$ cat config.mk
export PLATFORM = sky130hd
export DESIGN_NAME = level_crossing_controller_flat
export DESIGN_NICKNAME = d
export VERILOG_FILES = /design/src/sv/lcc_pkg.sv /design/src/sv/lcc_if.sv /design/src/sv/lcc_core.sv /design/src/sv/level_crossing_controller.sv /design/src/flat_wrapper.sv
export SDC_FILE = /design/constraint.sdc
export NUM_CORES = 1
export LEC_CHECK = 0
export BUFFER_PORTS_ARGS = -buffer_cell sky130_fd_sc_hd__buf_2
export CAP_MARGIN = 10
export CORE_MARGIN = 2
export CORE_UTILIZATION = 30
export DETAILED_ROUTE_END_ITERATION = 16
export PLACE_DENSITY = 0.46
export SETUP_SLACK_MARGIN = 0.02
export SLEW_MARGIN = 40
export SYNTH_ARGS = -nofsm -noshare
export SYNTH_HDL_FRONTEND = slang
export SYNTH_SLANG_ARGS = --single-unit
$ cat constraint.sdc
create_clock -name clk -period 10.2 [get_ports clk]
set_input_delay 1.53 -clock clk [delete_from_list [all_inputs] [get_ports clk]]
set_output_delay 1.53 -clock clk [all_outputs]
set_load 0.01 [all_outputs]
$ cat src/sv/lcc_pkg.sv
// shared types and constants for the level crossing controller
package lcc_pkg;

    localparam int TimeWidth  = 32;
    localparam int CfgWidth   = 20;
    localparam int CodeWidth  = 3;
    localparam int IndexWidth = 2;

    // register indexes on the configuration port
    localparam logic [IndexWidth-1:0] CFG_APPROACH_TIMEOUT   = 2'd0;
    localparam logic [IndexWidth-1:0] CFG_LEAVE_CLEAR        = 2'd1;
    localparam logic [IndexWidth-1:0] CFG_GATE_CLOSE_TIMEOUT = 2'd2;

    localparam logic [CfgWidth-1:0] APPROACH_TIMEOUT_RESET   = 20'd10000;
    localparam logic [CfgWidth-1:0] LEAVE_CLEAR_RESET        = 20'd3000;
    localparam logic [CfgWidth-1:0] GATE_CLOSE_TIMEOUT_RESET = 20'd5000;

    // remote gate modes
    localparam logic [1:0] REMOTE_GATE_AUTO  = 2'd0;
    localparam logic [1:0] REMOTE_GATE_CLOSE = 2'd1;
    localparam logic [1:0] REMOTE_GATE_OPEN  = 2'd2;

    // remote warning overrides
    localparam logic [1:0] REMOTE_WARN_OFF  = 2'd0;
    localparam logic [1:0] REMOTE_WARN_ON   = 2'd1;
    localparam logic [1:0] REMOTE_WARN_AUTO = 2'd2;

    typedef struct packed {
        logic                 ir_approach;
        logic                 ir_inside;
        logic                 ir_leaving;
        logic                 limit_one;
        logic                 limit_two;
        logic                 ldr_dark;
        logic [1:0]           remote_gate;
        logic [1:0]           remote_warning;
        logic [TimeWidth-1:0] now_ms;
    } tick_t;

    typedef struct packed {
        logic                 gate_closed;
        logic                 warnings_on;
        logic                 night_light;
        logic                 train_detected;
        logic [CodeWidth-1:0] crossing_code;
        logic                 fault_flag;
    } result_t;

    typedef struct packed {
        logic [CfgWidth-1:0] approach_timeout_ms;
        logic [CfgWidth-1:0] leave_clear_ms;
        logic [CfgWidth-1:0] gate_close_timeout_ms;
    } cfg_t;

endpackage

$ cat src/sv/lcc_if.sv
// request channel interfaces for control ticks and status results
interface lcc_tick_if
    import lcc_pkg::*;
();
    logic                 valid;
    logic                 ready;
    logic                 ir_approach;
    logic                 ir_inside;
    logic                 ir_leaving;
    logic                 limit_one;
    logic                 limit_two;
    logic                 ldr_dark;
    logic [1:0]           remote_gate;
    logic [1:0]           remote_warning;
    logic [TimeWidth-1:0] now_ms;

    modport source
    (
        output valid, ir_approach, ir_inside, ir_leaving, limit_one, limit_two,
               ldr_dark, remote_gate, remote_warning, now_ms,
        input  ready
    );
    modport sink
    (
        input  valid, ir_approach, ir_inside, ir_leaving, limit_one, limit_two,
               ldr_dark, remote_gate, remote_warning, now_ms,
        output ready
    );
endinterface

interface lcc_status_if
    import lcc_pkg::*;
();
    logic                 valid;
    logic                 ready;
    logic                 gate_closed;
    logic                 warnings_on;
    logic                 night_light;
    logic                 train_detected;
    logic [CodeWidth-1:0] crossing_code;
    logic                 fault_flag;

    modport source
    (
        output valid, gate_closed, warnings_on, night_light, train_detected,
               crossing_code, fault_flag,
        input  ready
    );
    modport sink
    (
        input  valid, gate_closed, warnings_on, night_light, train_detected,
               crossing_code, fault_flag,
        output ready
    );
endinterface

$ cat src/sv/lcc_core.sv
// crossing state machine, timers and command logic
module lcc_core
    import lcc_pkg::*;
(
    input  logic    clk,
    input  logic    rst_n,
    input  logic    en,
    input  tick_t   tick_data,
    input  cfg_t    cfg,
    output result_t res
);

    localparam logic [CodeWidth-1:0] ST_IDLE     = 3'd0;
    localparam logic [CodeWidth-1:0] ST_APPROACH = 3'd1;
    localparam logic [CodeWidth-1:0] ST_INSIDE   = 3'd2;
    localparam logic [CodeWidth-1:0] ST_LEAVING  = 3'd3;
    localparam logic [CodeWidth-1:0] ST_FAULT    = 3'd4;

    localparam int PadWidth = TimeWidth - CfgWidth;

    logic [CodeWidth-1:0] state_reg, state_next, state_mid;
    logic [TimeWidth-1:0] approach_start_reg, approach_start_next;
    logic [TimeWidth-1:0] leave_start_reg, leave_start_next;
    logic [TimeWidth-1:0] gate_time_reg, gate_time_next;
    logic                 gate_cmd_reg, gate_cmd_next;
    logic                 fault_reg, fault_next;

    logic [TimeWidth-1:0] approach_elapsed, leave_elapsed, gate_elapsed;
    logic                 approach_expired, leave_expired, gate_expired;
    logic                 active, tgt_gate, tgt_warn, sw_closed, latch;

    assign approach_elapsed = tick_data.now_ms - approach_start_reg;
    assign leave_elapsed    = tick_data.now_ms - leave_start_reg;
    assign approach_expired = approach_elapsed > {{PadWidth{1'b0}}, cfg.approach_timeout_ms};
    assign leave_expired    = leave_elapsed > {{PadWidth{1'b0}}, cfg.leave_clear_ms};
    assign sw_closed        = tick_data.limit_one & tick_data.limit_two;

    always_comb
    begin
        state_mid           = state_reg;
        approach_start_next = approach_start_reg;
        leave_start_next    = leave_start_reg;
        if (fault_reg)
        begin
            state_mid = ST_FAULT;
        end
        else
        begin
            unique case (state_reg)
                ST_IDLE:
                begin
                    if (tick_data.ir_approach)
                    begin
                        state_mid           = ST_APPROACH;
                        approach_start_next = tick_data.now_ms;
                    end
                    else if (tick_data.ir_inside)
                    begin
                        state_mid = ST_INSIDE;
                    end
                end
                ST_APPROACH:
                begin
                    if (tick_data.ir_inside)
                        state_mid = ST_INSIDE;
                    else if (!tick_data.ir_approach && approach_expired)
                        state_mid = ST_IDLE;
                end
                ST_INSIDE:
                begin
                    if (tick_data.ir_leaving && !tick_data.ir_inside &&
                        !tick_data.ir_approach)
                    begin
                        state_mid        = ST_LEAVING;
                        leave_start_next = tick_data.now_ms;
                    end
                end
                ST_LEAVING:
                begin
                    if (!tick_data.ir_approach && !tick_data.ir_inside &&
                        !tick_data.ir_leaving && leave_expired)
                        state_mid = ST_IDLE;
                end
                default:
                begin
                    state_mid = state_reg;
                end
            endcase
        end
    end

    // remote overrides only apply with no train and no fault
    always_comb
    begin
        active   = (state_mid == ST_APPROACH) || (state_mid == ST_INSIDE) ||
                   (state_mid == ST_LEAVING);
        tgt_gate = active | fault_reg;
        tgt_warn = active | fault_reg;
        if (!active && !fault_reg)
        begin
            case (tick_data.remote_gate)
                REMOTE_GATE_CLOSE: tgt_gate = 1'b1;
                REMOTE_GATE_OPEN:  tgt_gate = 1'b0;
                default:           tgt_gate = 1'b0;
            endcase
            case (tick_data.remote_warning)
                REMOTE_WARN_ON:  tgt_warn = 1'b1;
                REMOTE_WARN_OFF: tgt_warn = 1'b0;
                default:         tgt_warn = 1'b0;
            endcase
        end
    end

    assign gate_time_next = (gate_cmd_reg != tgt_gate) ? tick_data.now_ms : gate_time_reg;
    assign gate_cmd_next  = tgt_gate;
    assign gate_elapsed   = tick_data.now_ms - gate_time_next;
    assign gate_expired   = gate_elapsed > {{PadWidth{1'b0}}, cfg.gate_close_timeout_ms};
    assign latch          = tgt_gate & ~sw_closed & gate_expired;
    assign fault_next     = fault_reg | latch;
    assign state_next     = latch ? ST_FAULT : state_mid;

    always_comb
    begin
        res.gate_closed    = tgt_gate;
        res.warnings_on    = tgt_warn;
        res.night_light    = tick_data.ldr_dark;
        res.train_detected = active;
        res.crossing_code  = state_next;
        res.fault_flag     = fault_next;
    end

    always_ff @(posedge clk or negedge rst_n)
    begin
        if (!rst_n)
        begin
            state_reg          <= ST_IDLE;
            approach_start_reg <= '0;
            leave_start_reg    <= '0;
            gate_time_reg      <= '0;
            gate_cmd_reg       <= 1'b0;
            fault_reg          <= 1'b0;
        end
        else if (en)
        begin
            state_reg          <= state_next;
            approach_start_reg <= approach_start_next;
            leave_start_reg    <= leave_start_next;
            gate_time_reg      <= gate_time_next;
            gate_cmd_reg       <= gate_cmd_next;
            fault_reg          <= fault_next;
        end
    end

endmodule

$ cat src/sv/level_crossing_controller.sv
// level crossing controller top level: tick input stage, core and status register
//
//  channel  | dir | handshake    | payload
//  ---------+-----+--------------+-------------------------------------------------
//  tick     | in  | valid/ready  | detectors, limit switches, dark, remote modes, now_ms
//  status   | out | valid/ready  | gate, warnings, night light, train, code, fault
//  cfg      | in  | write enable | cfg_index selects one of three 20-bit timeouts
//
//  one tick request per cycle sustained while status is not stalled; a status request
//  is offered once its tick has passed the input register and then the status register
//  the crossing state updates as a tick moves from the input register into the
//  status register, so ticks follow back to back with no bubble
//  a stalled status register holds the input register; tick ready then drops
//  rst_n clears the state machine, timestamps, gate command and fault, and restores
//  the default timeouts
module level_crossing_controller
    import lcc_pkg::*;
(
    input  logic                  clk,
    input  logic                  rst_n,
    lcc_tick_if.sink              tick,
    lcc_status_if.source          status,
    input  logic                  cfg_we,
    input  logic [IndexWidth-1:0] cfg_index,
    input  logic [CfgWidth-1:0]   cfg_data
);

    // input register
    tick_t   tick_reg;
    logic    tick_valid_reg;

    // status register
    result_t res_reg;
    logic    res_valid_reg;

    cfg_t    cfg_reg;
    result_t res;
    tick_t   tick_in;
    logic    advance;

    // a tick moves on when the status register is free or being drained
    assign advance    = tick_valid_reg & (~res_valid_reg | status.ready);
    assign tick.ready = ~tick_valid_reg | advance;

    always_comb
    begin
        tick_in.ir_approach    = tick.ir_approach;
        tick_in.ir_inside      = tick.ir_inside;
        tick_in.ir_leaving     = tick.ir_leaving;
        tick_in.limit_one      = tick.limit_one;
        tick_in.limit_two      = tick.limit_two;
        tick_in.ldr_dark       = tick.ldr_dark;
        tick_in.remote_gate    = tick.remote_gate;
        tick_in.remote_warning = tick.remote_warning;
        tick_in.now_ms         = tick.now_ms;
    end

    always_ff @(posedge clk or negedge rst_n)
    begin
        if (!rst_n)
        begin
            tick_valid_reg <= 1'b0;
        end
        else if (tick.ready)
        begin
            tick_valid_reg <= tick.valid;
        end
    end

    // payload registers carry no reset
    always_ff @(posedge clk)
    begin
        if (tick.valid && tick.ready)
            tick_reg <= tick_in;
        if (advance)
            res_reg <= res;
    end

    always_ff @(posedge clk or negedge rst_n)
    begin
        if (!rst_n)
        begin
            res_valid_reg <= 1'b0;
        end
        else if (advance)
        begin
            res_valid_reg <= 1'b1;
        end
        else if (status.ready)
        begin
            res_valid_reg <= 1'b0;
        end
    end

    // timeout registers, writes to an unused index are dropped
    always_ff @(posedge clk or negedge rst_n)
    begin
        if (!rst_n)
        begin
            cfg_reg.approach_timeout_ms   <= APPROACH_TIMEOUT_RESET;
            cfg_reg.leave_clear_ms        <= LEAVE_CLEAR_RESET;
            cfg_reg.gate_close_timeout_ms <= GATE_CLOSE_TIMEOUT_RESET;
        end
        else if (cfg_we)
        begin
            unique case (cfg_index)
                CFG_APPROACH_TIMEOUT:   cfg_reg.approach_timeout_ms   <= cfg_data;
                CFG_LEAVE_CLEAR:        cfg_reg.leave_clear_ms        <= cfg_data;
                CFG_GATE_CLOSE_TIMEOUT: cfg_reg.gate_close_timeout_ms <= cfg_data;
                default:                ;
            endcase
        end
    end

    lcc_core u_core
    (
        .clk       (clk),
        .rst_n     (rst_n),
        .en        (advance),
        .tick_data (tick_reg),
        .cfg       (cfg_reg),
        .res       (res)
    );

    assign status.valid          = res_valid_reg;
    assign status.gate_closed    = res_reg.gate_closed;
    assign status.warnings_on    = res_reg.warnings_on;
    assign status.night_light    = res_reg.night_light;
    assign status.train_detected = res_reg.train_detected;
    assign status.crossing_code  = res_reg.crossing_code;
    assign status.fault_flag     = res_reg.fault_flag;

endmodule
$ cat src/flat_wrapper.sv
// flat-port wrapper written by rule: the top's interface ports become plain ports
module level_crossing_controller_flat import lcc_pkg::*;
  (clk, rst_n, cfg_we, cfg_index, cfg_data, tick_valid, tick_ir_approach, tick_ir_inside, tick_ir_leaving, tick_limit_one, tick_limit_two, tick_ldr_dark, tick_remote_gate, tick_remote_warning, tick_now_ms, tick_ready, status_valid, status_gate_closed, status_warnings_on, status_night_light, status_train_detected, status_crossing_code, status_fault_flag, status_ready);
  lcc_tick_if tick_i ();
  lcc_status_if status_i ();
  input  logic clk;
  input  logic rst_n;
  input  logic cfg_we;
  input  logic [IndexWidth-1:0] cfg_index;
  input  logic [CfgWidth-1:0] cfg_data;
  input wire logic [$bits(tick_i.valid)-1:0] tick_valid;
  input wire logic [$bits(tick_i.ir_approach)-1:0] tick_ir_approach;
  input wire logic [$bits(tick_i.ir_inside)-1:0] tick_ir_inside;
  input wire logic [$bits(tick_i.ir_leaving)-1:0] tick_ir_leaving;
  input wire logic [$bits(tick_i.limit_one)-1:0] tick_limit_one;
  input wire logic [$bits(tick_i.limit_two)-1:0] tick_limit_two;
  input wire logic [$bits(tick_i.ldr_dark)-1:0] tick_ldr_dark;
  input wire logic [$bits(tick_i.remote_gate)-1:0] tick_remote_gate;
  input wire logic [$bits(tick_i.remote_warning)-1:0] tick_remote_warning;
  input wire logic [$bits(tick_i.now_ms)-1:0] tick_now_ms;
  output wire logic [$bits(tick_i.ready)-1:0] tick_ready;
  output wire logic [$bits(status_i.valid)-1:0] status_valid;
  output wire logic [$bits(status_i.gate_closed)-1:0] status_gate_closed;
  output wire logic [$bits(status_i.warnings_on)-1:0] status_warnings_on;
  output wire logic [$bits(status_i.night_light)-1:0] status_night_light;
  output wire logic [$bits(status_i.train_detected)-1:0] status_train_detected;
  output wire logic [$bits(status_i.crossing_code)-1:0] status_crossing_code;
  output wire logic [$bits(status_i.fault_flag)-1:0] status_fault_flag;
  input wire logic [$bits(status_i.ready)-1:0] status_ready;
  assign tick_i.valid = tick_valid;
  assign tick_i.ir_approach = tick_ir_approach;
  assign tick_i.ir_inside = tick_ir_inside;
  assign tick_i.ir_leaving = tick_ir_leaving;
  assign tick_i.limit_one = tick_limit_one;
  assign tick_i.limit_two = tick_limit_two;
  assign tick_i.ldr_dark = tick_ldr_dark;
  assign tick_i.remote_gate = tick_remote_gate;
  assign tick_i.remote_warning = tick_remote_warning;
  assign tick_i.now_ms = tick_now_ms;
  assign tick_ready = tick_i.ready;
  assign status_valid = status_i.valid;
  assign status_gate_closed = status_i.gate_closed;
  assign status_warnings_on = status_i.warnings_on;
  assign status_night_light = status_i.night_light;
  assign status_train_detected = status_i.train_detected;
  assign status_crossing_code = status_i.crossing_code;
  assign status_fault_flag = status_i.fault_flag;
  assign status_i.ready = status_ready;
  level_crossing_controller u_core (.clk(clk), .rst_n(rst_n), .tick(tick_i), .status(status_i), .cfg_we(cfg_we), .cfg_index(cfg_index), .cfg_data(cfg_data));
endmodule
# Word level (Yosys, flattened, before mapping)

Cells that the tools add are included.

Magnitude comparators: 3
Reduce and logical (&&, ||, !) cells: 23
Add/subtract/negate cells: 3
Bitwise gates (word level): 12
Muxes and demuxes: 16
Equal/unequal tests: 11

Operators with widths:

| cell                                                            | count |
|---|---|
| 32-bit by 20-bit > comparator with 1-bit output                 | 3 |
| 32-bit subtractor                                               | 3 |
| 32-bit 2-to-1 mux                                               | 1 |
| 3-bit 2-to-1 mux                                                | 8 |
| 3-bit by 2-bit == test with 1-bit output, second input constant | 4 |
| 3-bit case mux with 4 select lines                              | 1 |
| 1-bit logical AND                                               | 8 |
| 4-bit AND reduction                                             | 2 |
| 2-bit by 1-bit == test with 1-bit output, second input constant | 3 |
| 3-bit by 1-bit == test with 1-bit output, second input constant | 2 |
| 1-bit 2-to-1 mux                                                | 6 |
| 2-bit AND reduction                                             | 3 |
| 1-bit logical NOT                                               | 5 |
| 1-bit bitwise AND                                               | 4 |
| 1-bit inverter                                                  | 4 |
| 1-bit bitwise OR                                                | 4 |
| 3-bit logical NOT                                               | 1 |
| 2-bit == test, second input constant                            | 1 |
| 2-bit logical NOT                                               | 1 |
| 1-bit logical OR                                                | 2 |
| 2-bit nonzero test                                              | 1 |
| 1-bit != test                                                   | 1 |

Bits in registers: 213
Bits of input ports: 69

# Logic depth before layout (Yosys ltp)

Gate-level depths: netlist of run 1.

Depth after elaboration: 19
Depth in mapped cells: 52
Gate-level depth less buffers: 52

# Hierarchy

A second synthesis of run 1 with hierarchy kept.

Cell total of the unflattened synthesis: 1612
Area total of the unflattened synthesis: 15590.0 um^2

Modules (own cells, without submodules):

| module                    | area each (um^2) | sequential area each (um^2) | cells each | instances |
|---|---|---|---|---|
| lcc_core                  | 11738.8          | 2527.4                      | 1425       | 1 |
| level_crossing_controller | 3851.2           | 3074.2                      | 187        | 1 |

# Worst setup path before layout of run 1

OpenSTA, ideal clock, no wires.

Path type: flip-flop to flip-flop
From: register u_core.tick_reg[0] (netlist bit)
To: register u_core.u_core.state_reg[1]
Cell stages (with the launch flop): 48
Clock period less this slack: 9.609 ns
Arrival time: 9.514 ns
Slack: 0.591 ns
Cell sequence: edfxtp_1 inv_1 ha_1 inv_1 fa_1 a211oi_1 o21ai_0 o22ai_1 inv_1 a31oi_1 o21ai_0 xor2_1 ha_1 and4_1 nand4_1 o41a_1 a2111oi_2 o41ai_1 [12 not listed] o21ai_0 a21oi_1 o21bai_1 a21oi_1 xnor2_1 ha_1 a21o_1 a21o_1 a21oi_1 o211ai_1 a21oi_1 a221oi_1 nor4_1 nand4_1 a211o_1 o211ai_1 nand2b_1 o31ai_1

RTL lines:

| what                   | line                            | RTL |
|---|---|---|
| start, declared        | level_crossing_controller.sv:29 | `tick_t tick_reg;` |
| start signal, assigned | level_crossing_controller.sv:74 | `tick_reg <= tick_in;` |
| end signal, assigned   | lcc_core.sv:145                 | `state_reg <= state_next;` |
| end, declared          | lcc_core.sv:21                  | `logic [CodeWidth-1:0] state_reg, state_next, state_mid;` |

==> results of run 1 <==
## power groups by stage
| stage | Sequential, W | Combinational [W] | Clock (W) |
|---|---|---|---|
| finish | 0.00108 | 0.00144 | 0.000935 |
| global route | 0.00109 | 0.00161 | 0.00101 |
| detailed placement | 0.00109 | 0.00136 | 0 |
| global placement | 0.00109 | 0.00133 | 0 |
| CTS | 0.00108 | 0.00137 | 0.000972 |
| floorplan | 0.00107 | 0.000902 | 0 |
## synth_stat cells (4+ instances only)
master and number:
a211oi_1 7, nand4_1 29, o21bai_1 8, o31ai_1 4
mux2_2 106, mux2i_1 33, edfxtp_1 50, nor2b_1 11
xnor2_1 47, nor3b_1 6, and3_1 5, nand2b_1 22
nand3b_1 5, clkbuf_1 34, a22oi_1 5, buf_2 7
o21a_1 6, nor4_1 8, a21o_1 47, inv_1 151
nor3_1 23, and2_1 6, nand2_1 100, ha_1 154
or3_1 6, o21ai_1 5, o211ai_1 13, nand3_1 19
dfstp_2 17, a21boi_0 6, a31oi_1 20, xor2_1 24
dfrtp_1 146, mux2_1 30, a221oi_1 4, a41oi_1 4
o21ai_0 87, nor2_1 73, a21oi_1 119
## routing by layer
metal / global-route usage, % / routed length (um) / vias to the layer above
li1: - / - / 5912
met2: 26.1 / 18500 / 181
met1: 22.8 / 20300 / 5636
met5: 0 / 0 / -
met3: 1.97 / 1350 / 64
met4: 5.26 / 1270 / 0
## worst paths after layout
kind	slack, ns	cells past startpoint	start	end
max	0.45	45	u_core.tick_reg[0]	u_core.status.crossing_code[2]
min	0.42	0	u_core.tick_reg[36]	u_core.status.night_light
max reg2reg	0.45	45	u_core.tick_reg[0]	u_core.status.crossing_code[2]
min reg2reg	0.42	0	u_core.tick_reg[36]	u_core.status.night_light
max in group asynchronous	8.12	2	rst_n	u_core.u_core.gate_time_reg[29]
min in group asynchronous	0.99	1	rst_n	u_core.cfg_reg[47]
## cell families after synthesis
group / after synthesis / share of synthesized area [%]
fa+ha+maj: 157 / 13.4
xor+xnor: 71 / 4.18
buf+inv: 196 / 5.16
compound gates: 383 / 16.3
mux: 169 / 12.5
simple gates: 326 / 10.7
flops: 213 / 37.7
## through the flow
step,cells,power (W)
2_1_floorplan,1515,0.00197
3_3_place_gp,2325,0.00242
3_5_place_dp,2328,0.00245
4_1_cts,2391,0.00341
5_1_grt,2402,0.00372
6_report,2402,0.00345
## repair_timing
| action | CTS | global route |
|---|---|---|
| setup endpoints to repair | 8 | 8 |
| setup buffers | 14 | 11 |
| hold buffers | 0 | 0 |
| pin swaps | 6 | 64 |
| gates resized for setup | 6 | 77 |
## layout make-up
cell class	instances	area (um2)
fillers	4947	30700
inverters	152	571
multi-input cells	1106	8850
well taps	664	831
repair buffers	218	1490
clock buffers	39	813
flip-flops and latches	213	5600
clock inverters	10	63.8
==> results.py, run 1 <==
metrics = {
    "finish": {
        "drive_above_1_share_pct": 26.6,
        "area_delta_synth_final_pct": 22.6,
        "final_common_cell": "inv_1",
        "largest_reg_flops": 60,
        "postLayoutCoreUtil_pct": 37.2,
        "diodes": 0,
        "final_cell_mix": "inv_1 (149), ha_1 (147), dfrtp_1 (146)",
        "finish.instance_area_um2": 18200,
        "finalNetCount": 1944,
    },
    "logic_synthesis": {
        "avgSynthCellArea_um2": 9.81,
        "ys_types": 77,
        "yosysTopAreaCellShare_pct": 24.6,
        "yosysWarningCount": 0,
        "postSynthCellCount": 1515,
        "ys_ff_latch": 213,
        "synth_edf_count": 50,
        "seq_area_frac_synth_pct": 37.7,
        "synth_area_leaders": "dfrtp_1 (25%), ha_1 (13%), edfxtp_1 (10%)",
        "synth_nets": 1741,
        "synth_top_cell_by_area": "dfrtp_1",
        "ys.flop_type": "dfrtp_1",
        "netlist_area_um2": 14900,
        "synthArstFlopShare_pct": 76.5,
    },
    "setup_path": {
        "crit_arrival_ns": 10.02,
        "start_kind": "flop",
        "cp_max_fo": 5,
        "setup.worst_path.end_class": "flop",
        "worstSetupPathType": "flop to flop",
        "slowest_delay_ns": 0.41,
        "crit_family": "compound AO/OA/AOI/OAI gates",
        "crit_required_ns": 10.48,
        "crit_buf_inv": 8,
        "cpMaxStageDelayCell": "edfxtp_1",
    },
    "timing": {
        "slew_headroom_pct": 46.8,
        "fin_crit_sh_pct": 95.6,
        "fin_skew_ns": 0.0178,
        "final_hold_viol_count": 0,
        "fin_crit_ns": 9.75,
        "drv_slew": 0,
        "max_freq_mhz": 103,
        "finalSetupTns_ns": 0,
        "setup_viol": 0,
        "worstMarginPinSlew_ns": 0.798,
        "setup_ws_ns": 0.453,
        "hold_ws_ns": 0.417,
        "grt_setup_unrepaired": "true",
    },
    "grt": {
        "grt_pass1_wl_um": 65400,
        "antenna_found_initial": 0,
        "grt_max_degree": 61,
        "grt_pass1_vias": 11990,
        "grt.overflow.total": 0,
        "grt_use_total_pct": 16.3,
    },
    "routing": {
        "drtIter0Drc": 484,
        "ant_nets": 0,
        "drtPass1Iterations": 4,
        "vias_per_cell": 4.91,
        "routed_wl_um": 41400,
        "drc_errors": 0,
        "vias": 11793,
        "drt-wirelength-per-cell_um": 17.2,
    },
    "pwr": {
        "seq_power_share_pct": 31.2,
        "power_density_nw_per_um2": 189,
        "p_comb_share_pct": 41.7,
        "p_switching_w": 0.00118,
        "p_clk_share_pct": 27.1,
        "swShare_pct": 34.2,
        "p_int_w": 0.00227,
        "p_leak_nw": 8.01,
        "ir_drop_mv": 0.142,
    },
    "clocking": {
        "cts_tree": "yes",
        "clockBufferDepth": 3,
        "insertion_delay_ns": 0.55,
        "cts_buffers": 27,
        "clock-sinks": 213,
        "root_buffer": "clkbuf_16",
        "h-tree-depth": 1,
        "path_clk_slew_ns": 0.06,
    },
    "place": {
        "port_buffers": 78,
        "dp_hpwl_um": 32600,
        "placed_area_um2": 16800,
        "gp_congestion": 0.851,
        "post-place-ws_ns": -0.237,
    },
    "die": {
        "fp-row-count": 81,
        "start_util_pct": 30.4,
        "dieArea_um2": 51300,
        "die_x_um": 227,
        "ios": 79,
        "die_h_um": 227,
        "core_area_um2": 49000,
    },
    "job": {
        "drv_cap": 0,
    },
    "hold_path": {
        "hold_class": "flop to flop",
    },
    "run_status": {
        "status": "finished, final reports clean",
    },
}
(Power assumes the default switching activity.)
==> run 2: changes to the inputs <==
Settings changed: CORE_UTILIZATION 30 to 40, PLACE_DENSITY 0.46 to 0.55.
Clock period 10.2 ns to 11.4 ns, I/O delays scaled along.
==> results.py, run 2 (same netlist as run 1, synthesis figures left out) <==
metrics = {
    "grt": {
        "grt_pass1_vias": 11265,
        "grt_pass1_wl_um": 60300,
        "grt_max_degree": 102,
        "grt.overflow.total": 0,
        "grt_use_total_pct": 19.7,
        "antenna_found_initial": 1,
    },
    "timing": {
        "fin_skew_ns": 0.0198,
        "max_freq_mhz": 96.7,
        "hold_ws_ns": 0.426,
        "grt_setup_unrepaired": "false",
        "fin_crit_sh_pct": 90.7,
        "slew_headroom_pct": 43.3,
        "setup_ws_ns": 1.06,
        "finalSetupTns_ns": 0,
        "final_hold_viol_count": 0,
        "drv_slew": 0,
        "fin_crit_ns": 10.34,
        "worstMarginPinSlew_ns": 0.838,
        "setup_viol": 0,
    },
    "clocking": {
        "cts_tree": "yes",
        "cts_buffers": 26,
        "ctsHoldBuffers": 0,
        "root_buffer": "clkbuf_16",
        "path_clk_slew_ns": 0.06,
        "clockBufferDepth": 3,
        "h-tree-depth": 1,
        "insertion_delay_ns": 0.55,
        "clock-sinks": 213,
    },
    "run_status": {
        "status": "finished, final reports clean",
    },
    "finish": {
        "area_delta_synth_final_pct": 13.3,
        "finish.instance_area_um2": 16800,
        "finalNetCount": 1831,
        "final_cell_mix": "ha_1 (154), inv_1 (150), dfrtp_1 (146)",
        "diodes": 0,
        "final_common_cell": "ha_1",
        "drive_above_1_share_pct": 18.1,
        "largest_reg_flops": 60,
    },
    "place": {
        "dp_hpwl_um": 29400,
        "placed_area_um2": 15900,
        "gp_congestion": 0.855,
        "port_buffers": 78,
        "post-place-ws_ns": 0.543,
    },
    "die": {
        "dieArea_um2": 38700,
        "core_area_um2": 36600,
        "start_util_pct": 40.6,
        "fp-row-count": 70,
        "ios": 79,
        "die_x_um": 197,
        "die_h_um": 197,
    },
    "routing": {
        "routed_wl_um": 37600,
        "ant_nets": 0,
        "drtIter0Drc": 669,
        "vias_per_cell": 5.48,
        "vias": 11467,
        "drtPass1Iterations": 5,
        "drt-wirelength-per-cell_um": 18.0,
        "drc_errors": 0,
    },
    "pwr": {
        "ir_drop_mv": 0.144,
        "p_leak_nw": 7.43,
        "power_w": 0.00287,
        "power_density_nw_per_um2": 170,
    },
    "setup_path": {
        "slowest_delay_ns": 0.43,
        "setup.worst_path.end_class": "flop",
        "crit_family": "compound AO/OA/AOI/OAI gates",
        "worstSetupPathType": "flop to flop",
        "crit_buf_inv": 6,
        "cp_max_fo": 6,
        "crit_arrival_ns": 10.61,
        "crit_required_ns": 11.67,
        "cpMaxStageDelayCell": "fa_1",
        "start_kind": "flop",
        "crit_path_frequent_cell": "ha_1",
    },
    "hold_path": {
        "hold_class": "flop to flop",
    },
    "job": {
        "drv_cap": 0,
    },
}
run 2: worst reg2reg max path, delay by kind of cell, from the launching register on:
family / cells / cell delay (ns)
AOI/OAI and AO/OA: 23 / 5.02
xor gates and xnor gates: 3 / 0.56
adders and majority gates: 5 / 1.42
buffers and inverters: 6 / 0.74
DFF: 1 / 0.42
muxes: 1 / 0.31
and+or+nand+nor: 9 / 1.59
run 2: layout make-up:
| class | count | area [um2] |
|---|---|---|
| clock buffers | 37 | 744 |
| clock inverters | 11 | 124 |
| fillers | 3542 | 19800 |
| inverters | 152 | 571 |
| multi-input cells | 1106 | 8580 |
| flip-flops and latches | 213 | 5600 |
| well taps | 468 | 586 |
| repair buffers | 106 | 634 |
run 2: power breakdown:
group | leakage [nW] | switching, W | internal, W
combinational | 4.50 | 0.000585 | 0.000482
sequential | 2.51 | 0.0000656 | 0.000901
clock | 0.417 | 0.000331 | 0.000502
total | 7.43 | 0.000982 | 0.00188
run 2: per-stage QoR:
step | utilization (%) | instances
after global placement | 43.2 | 2036
after global routing | 46.0 | 2093
after floorplan | - | 1515
after CTS | 45.7 | 2087
final | 46.0 | 2093
after detailed placement | 43.3 | 2039
run 2: final timing paths:
kind / from / to / slack, ns / depth (start not counted)
min in group asynchronous: rst_n / u_core.u_core.approach_start_reg[6] / 1.02 / 1
max reg2reg: u_core.tick_reg[0] / u_core.status.crossing_code[2] / 1.06 / 47
max in group asynchronous: rst_n / u_core.u_core.leave_start_reg[30] / 9.13 / 3
max: u_core.tick_reg[0] / u_core.status.crossing_code[2] / 1.06 / 47
min: u_core.tick_reg[36] / u_core.status.night_light / 0.43 / 0
min reg2reg: u_core.tick_reg[36] / u_core.status.night_light / 0.43 / 0
run 2: repair_timing:
item | 4_1_cts | 5_1_grt
gates resized for setup | 0 | 14
setup buffers | 0 | 5
setup endpoints to repair | 0 | 8
run 2: metal layers:
layer | vias to the layer above | GRT usage, % | wire length, um | share of wire, %
met5 | - | 0 | 0 | 0
met4 | 0 | 6.60 | 1200 | 3.2
met3 | 65 | 2.19 | 1190 | 3.2
met2 | 191 | 31.3 | 16600 | 44
met1 | 5520 | 28.1 | 18700 | 50
li1 | 5691 | - | - | -
==> run 3: changes to the inputs <==
Settings changed: ABC_AREA set to 1.
==> results.py, run 3 <==
metrics = {
    "routing": {
        "vias_per_cell": 4.91,
        "routed_wl_um": 44300,
        "vias": 13939,
        "drtPass1Iterations": 5,
        "drc_errors": 0,
        "drt-wirelength-per-cell_um": 15.6,
        "drtIter0Drc": 729,
        "ant_nets": 0,
    },
    "timing": {
        "worstMarginPinSlew_ns": 0.838,
        "slew_headroom_pct": 43.6,
        "grt_setup_unrepaired": "false",
        "drv_slew": 0,
        "hold_ws_ns": 0.436,
        "fin_skew_ns": 0.0166,
        "max_freq_mhz": 112,
        "finalSetupTns_ns": 0,
        "fin_crit_sh_pct": 78.3,
        "final_hold_viol_count": 0,
        "fin_crit_ns": 8.93,
        "setup_viol": 0,
    },
    "clocking": {
        "insertion_delay_ns": 0.54,
        "path_clk_slew_ns": 0.06,
        "post_cts_resized": 0,
        "root_buffer": "clkbuf_16",
        "cts_tree": "yes",
        "cts_buffers": 25,
        "cts_setup_buffers": 0,
        "clock-sinks": 213,
        "clockBufferDepth": 3,
        "h-tree-depth": 1,
        "ctsHoldBuffers": 0,
    },
    "place": {
        "dp_hpwl_um": 35800,
        "port_buffers": 78,
        "gp_congestion": 0.941,
    },
    "logic_synthesis": {
        "yosysMostFrequentCell": "nand2_1",
        "ys.flop_type": "dfrtp_1",
        "yosysTopAreaCellShare_pct": 23.0,
        "synth_area_leaders": "dfrtp_1 (23%), nand2_1 (16%), ha_1 (12%)",
        "avgSynthCellArea_um2": 7.14,
        "ys_ff_latch": 213,
        "synth_edf_count": 50,
        "yosysWarningCount": 0,
        "netlist_area_um2": 15900,
        "synth_nets": 2447,
        "synthArstFlopShare_pct": 76.5,
        "synth_top_cell_by_area": "dfrtp_1",
        "postSynthCellCount": 2221,
        "netlist_top_cells_count": "nand2_1 (687), inv_1 (411), ha_1 (154)",
        "seq_area_frac_synth_pct": 35.3,
        "ys_types": 45,
    },
    "setup_path": {
        "cpMaxStageDelayCell": "nand2_4",
        "setup.worst_path.end_class": "flop",
        "worstSetupPathType": "flop to flop",
        "r2r-end": "u_core.status.fault_flag",
        "crit_path_frequent_cell": "nand2_1",
        "ff2ff_setup_slack_ns": 2.47,
        "start_kind": "flop",
        "crit_required_ns": 11.68,
        "cp_max_fo": 36,
        "slowest_delay_ns": 0.52,
        "r2r-start": "u_core.tick_reg[0]",
        "worstRegToRegCells": 56,
        "crit_arrival_ns": 9.21,
    },
    "finish": {
        "drive_above_1_share_pct": 7.93,
        "final_common_cell": "nand2_1",
        "area_delta_synth_final_pct": 11.5,
        "multi_input_area_um2": 8570,
        "regArea_um2": 5600,
        "largest_reg_flops": 60,
        "fillers": 4075,
        "final_cell_mix": "nand2_1 (684), inv_1 (410), ha_1 (154)",
        "finalNetCount": 2526,
        "postLayoutCoreUtil_pct": 45.4,
    },
    "hold_path": {
        "hold_class": "flop to flop",
        "holdPathStages": 0,
        "whs_endpoint": "u_core.status.night_light",
        "holdCritStartpoint": "u_core.tick_reg[36]",
    },
    "job": {
        "drv_cap": 0,
    },
    "grt": {
        "grt.overflow.total": 0,
        "antenna_found_initial": 0,
        "grt_max_degree": 80,
        "grt_pass1_vias": 13680,
        "grt_pass1_wl_um": 71100,
        "grt_use_total_pct": 21.8,
    },
    "die": {
        "die_x_um": 203,
        "fp-row-count": 72,
        "die_h_um": 203,
        "start_util_pct": 40.8,
        "ios": 79,
        "dieArea_um2": 41300,
        "core_area_um2": 38900,
    },
    "pwr": {
        "ir_drop_mv": 0.156,
        "power_w": 0.00287,
        "power_density_nw_per_um2": 162,
        "p_leak_nw": 9.72,
    },
    "run_status": {
        "status": "finished, final reports clean",
    },
}
[run 3: per-layer routing]
layer	routed length (um)	vias to the layer above	part of all wire, %	global-route usage [%]
met1	20900	6447	47	28.8
met3	1490	58	3.4	2.54
met4	995	0	2.2	5.87
met2	20900	233	47	37.8
met5	0	-	0	0
li1	-	7201	-	-
[run 3: worst max path at each step]
stage,endpoint,depth (start not counted),startpoint
after floorplan,u_core.status.crossing_code[1],60,u_core.tick_reg[0]
after global placement,u_core.status.fault_flag,56,u_core.tick_reg[0]
after detailed placement,u_core.status.fault_flag,56,u_core.tick_reg[0]
after CTS,u_core.status.fault_flag,56,u_core.tick_reg[0]
after global routing,u_core.u_core.state_reg[2],58,u_core.tick_reg[0]
final,u_core.status.fault_flag,56,u_core.tick_reg[0]
[run 3: cell families (layout without fill, tap and decap cells)]
logic type      count (synthesis)  count (layout)  synth area share (%)
flops                         213             213                  35.3
xor+xnor                       63              63                  3.48
buf+inv                       452             550                  10.8
other cells                     0               3                     0
simple gates                  985             985                  25.2
compound gates                321             321                  10.8
fa+ha+maj                     157             157                  12.5
mux                            30              30                  1.89
[run 3: layout make-up]
| type | count | share of cell area [%] |
|---|---|---|
| diodes | 3 | 0.0424 |
| clock inverters | 14 | 0.983 |
| well taps | 518 | 3.66 |
| inverters | 418 | 8.87 |
| clock buffers | 32 | 3.74 |
| repair buffers | 86 | 2.60 |
| flip-flops and latches | 213 | 31.7 |
| multi-input cells | 1556 | 48.4 |
[run 3: metrics by stage]
stage	instances	cell area (um2)	worst slack (ns)
floorplan	2221	15900	4.42
global route	2837	17700	1.69
detailed placement	2791	16800	2.51
CTS	2837	17700	2.48
global placement	2791	16800	2.59
finish	2840	17700	2.47
[run 3: worst max-delay path, delay by kind of cell, from the launching register on]
kind / cells / cell delay (ns)
buf+inv: 6 / 0.48
xor+xnor: 2 / 0.35
simple gates: 35 / 3.99
compound gates: 7 / 1.69
flops: 1 / 0.36
fa+ha+maj: 6 / 1.76
[run 3: power by group]
group	leakage (nW)	switching, W	internal [W]	total, W
Sequential	2.25	0.0000771	0.000898	0.000975
Combinational	7.06	0.000650	0.000415	0.00106
Clock	0.412	0.000328	0.000501	0.000829
Total	9.72	0.00106	0.00181	0.00287
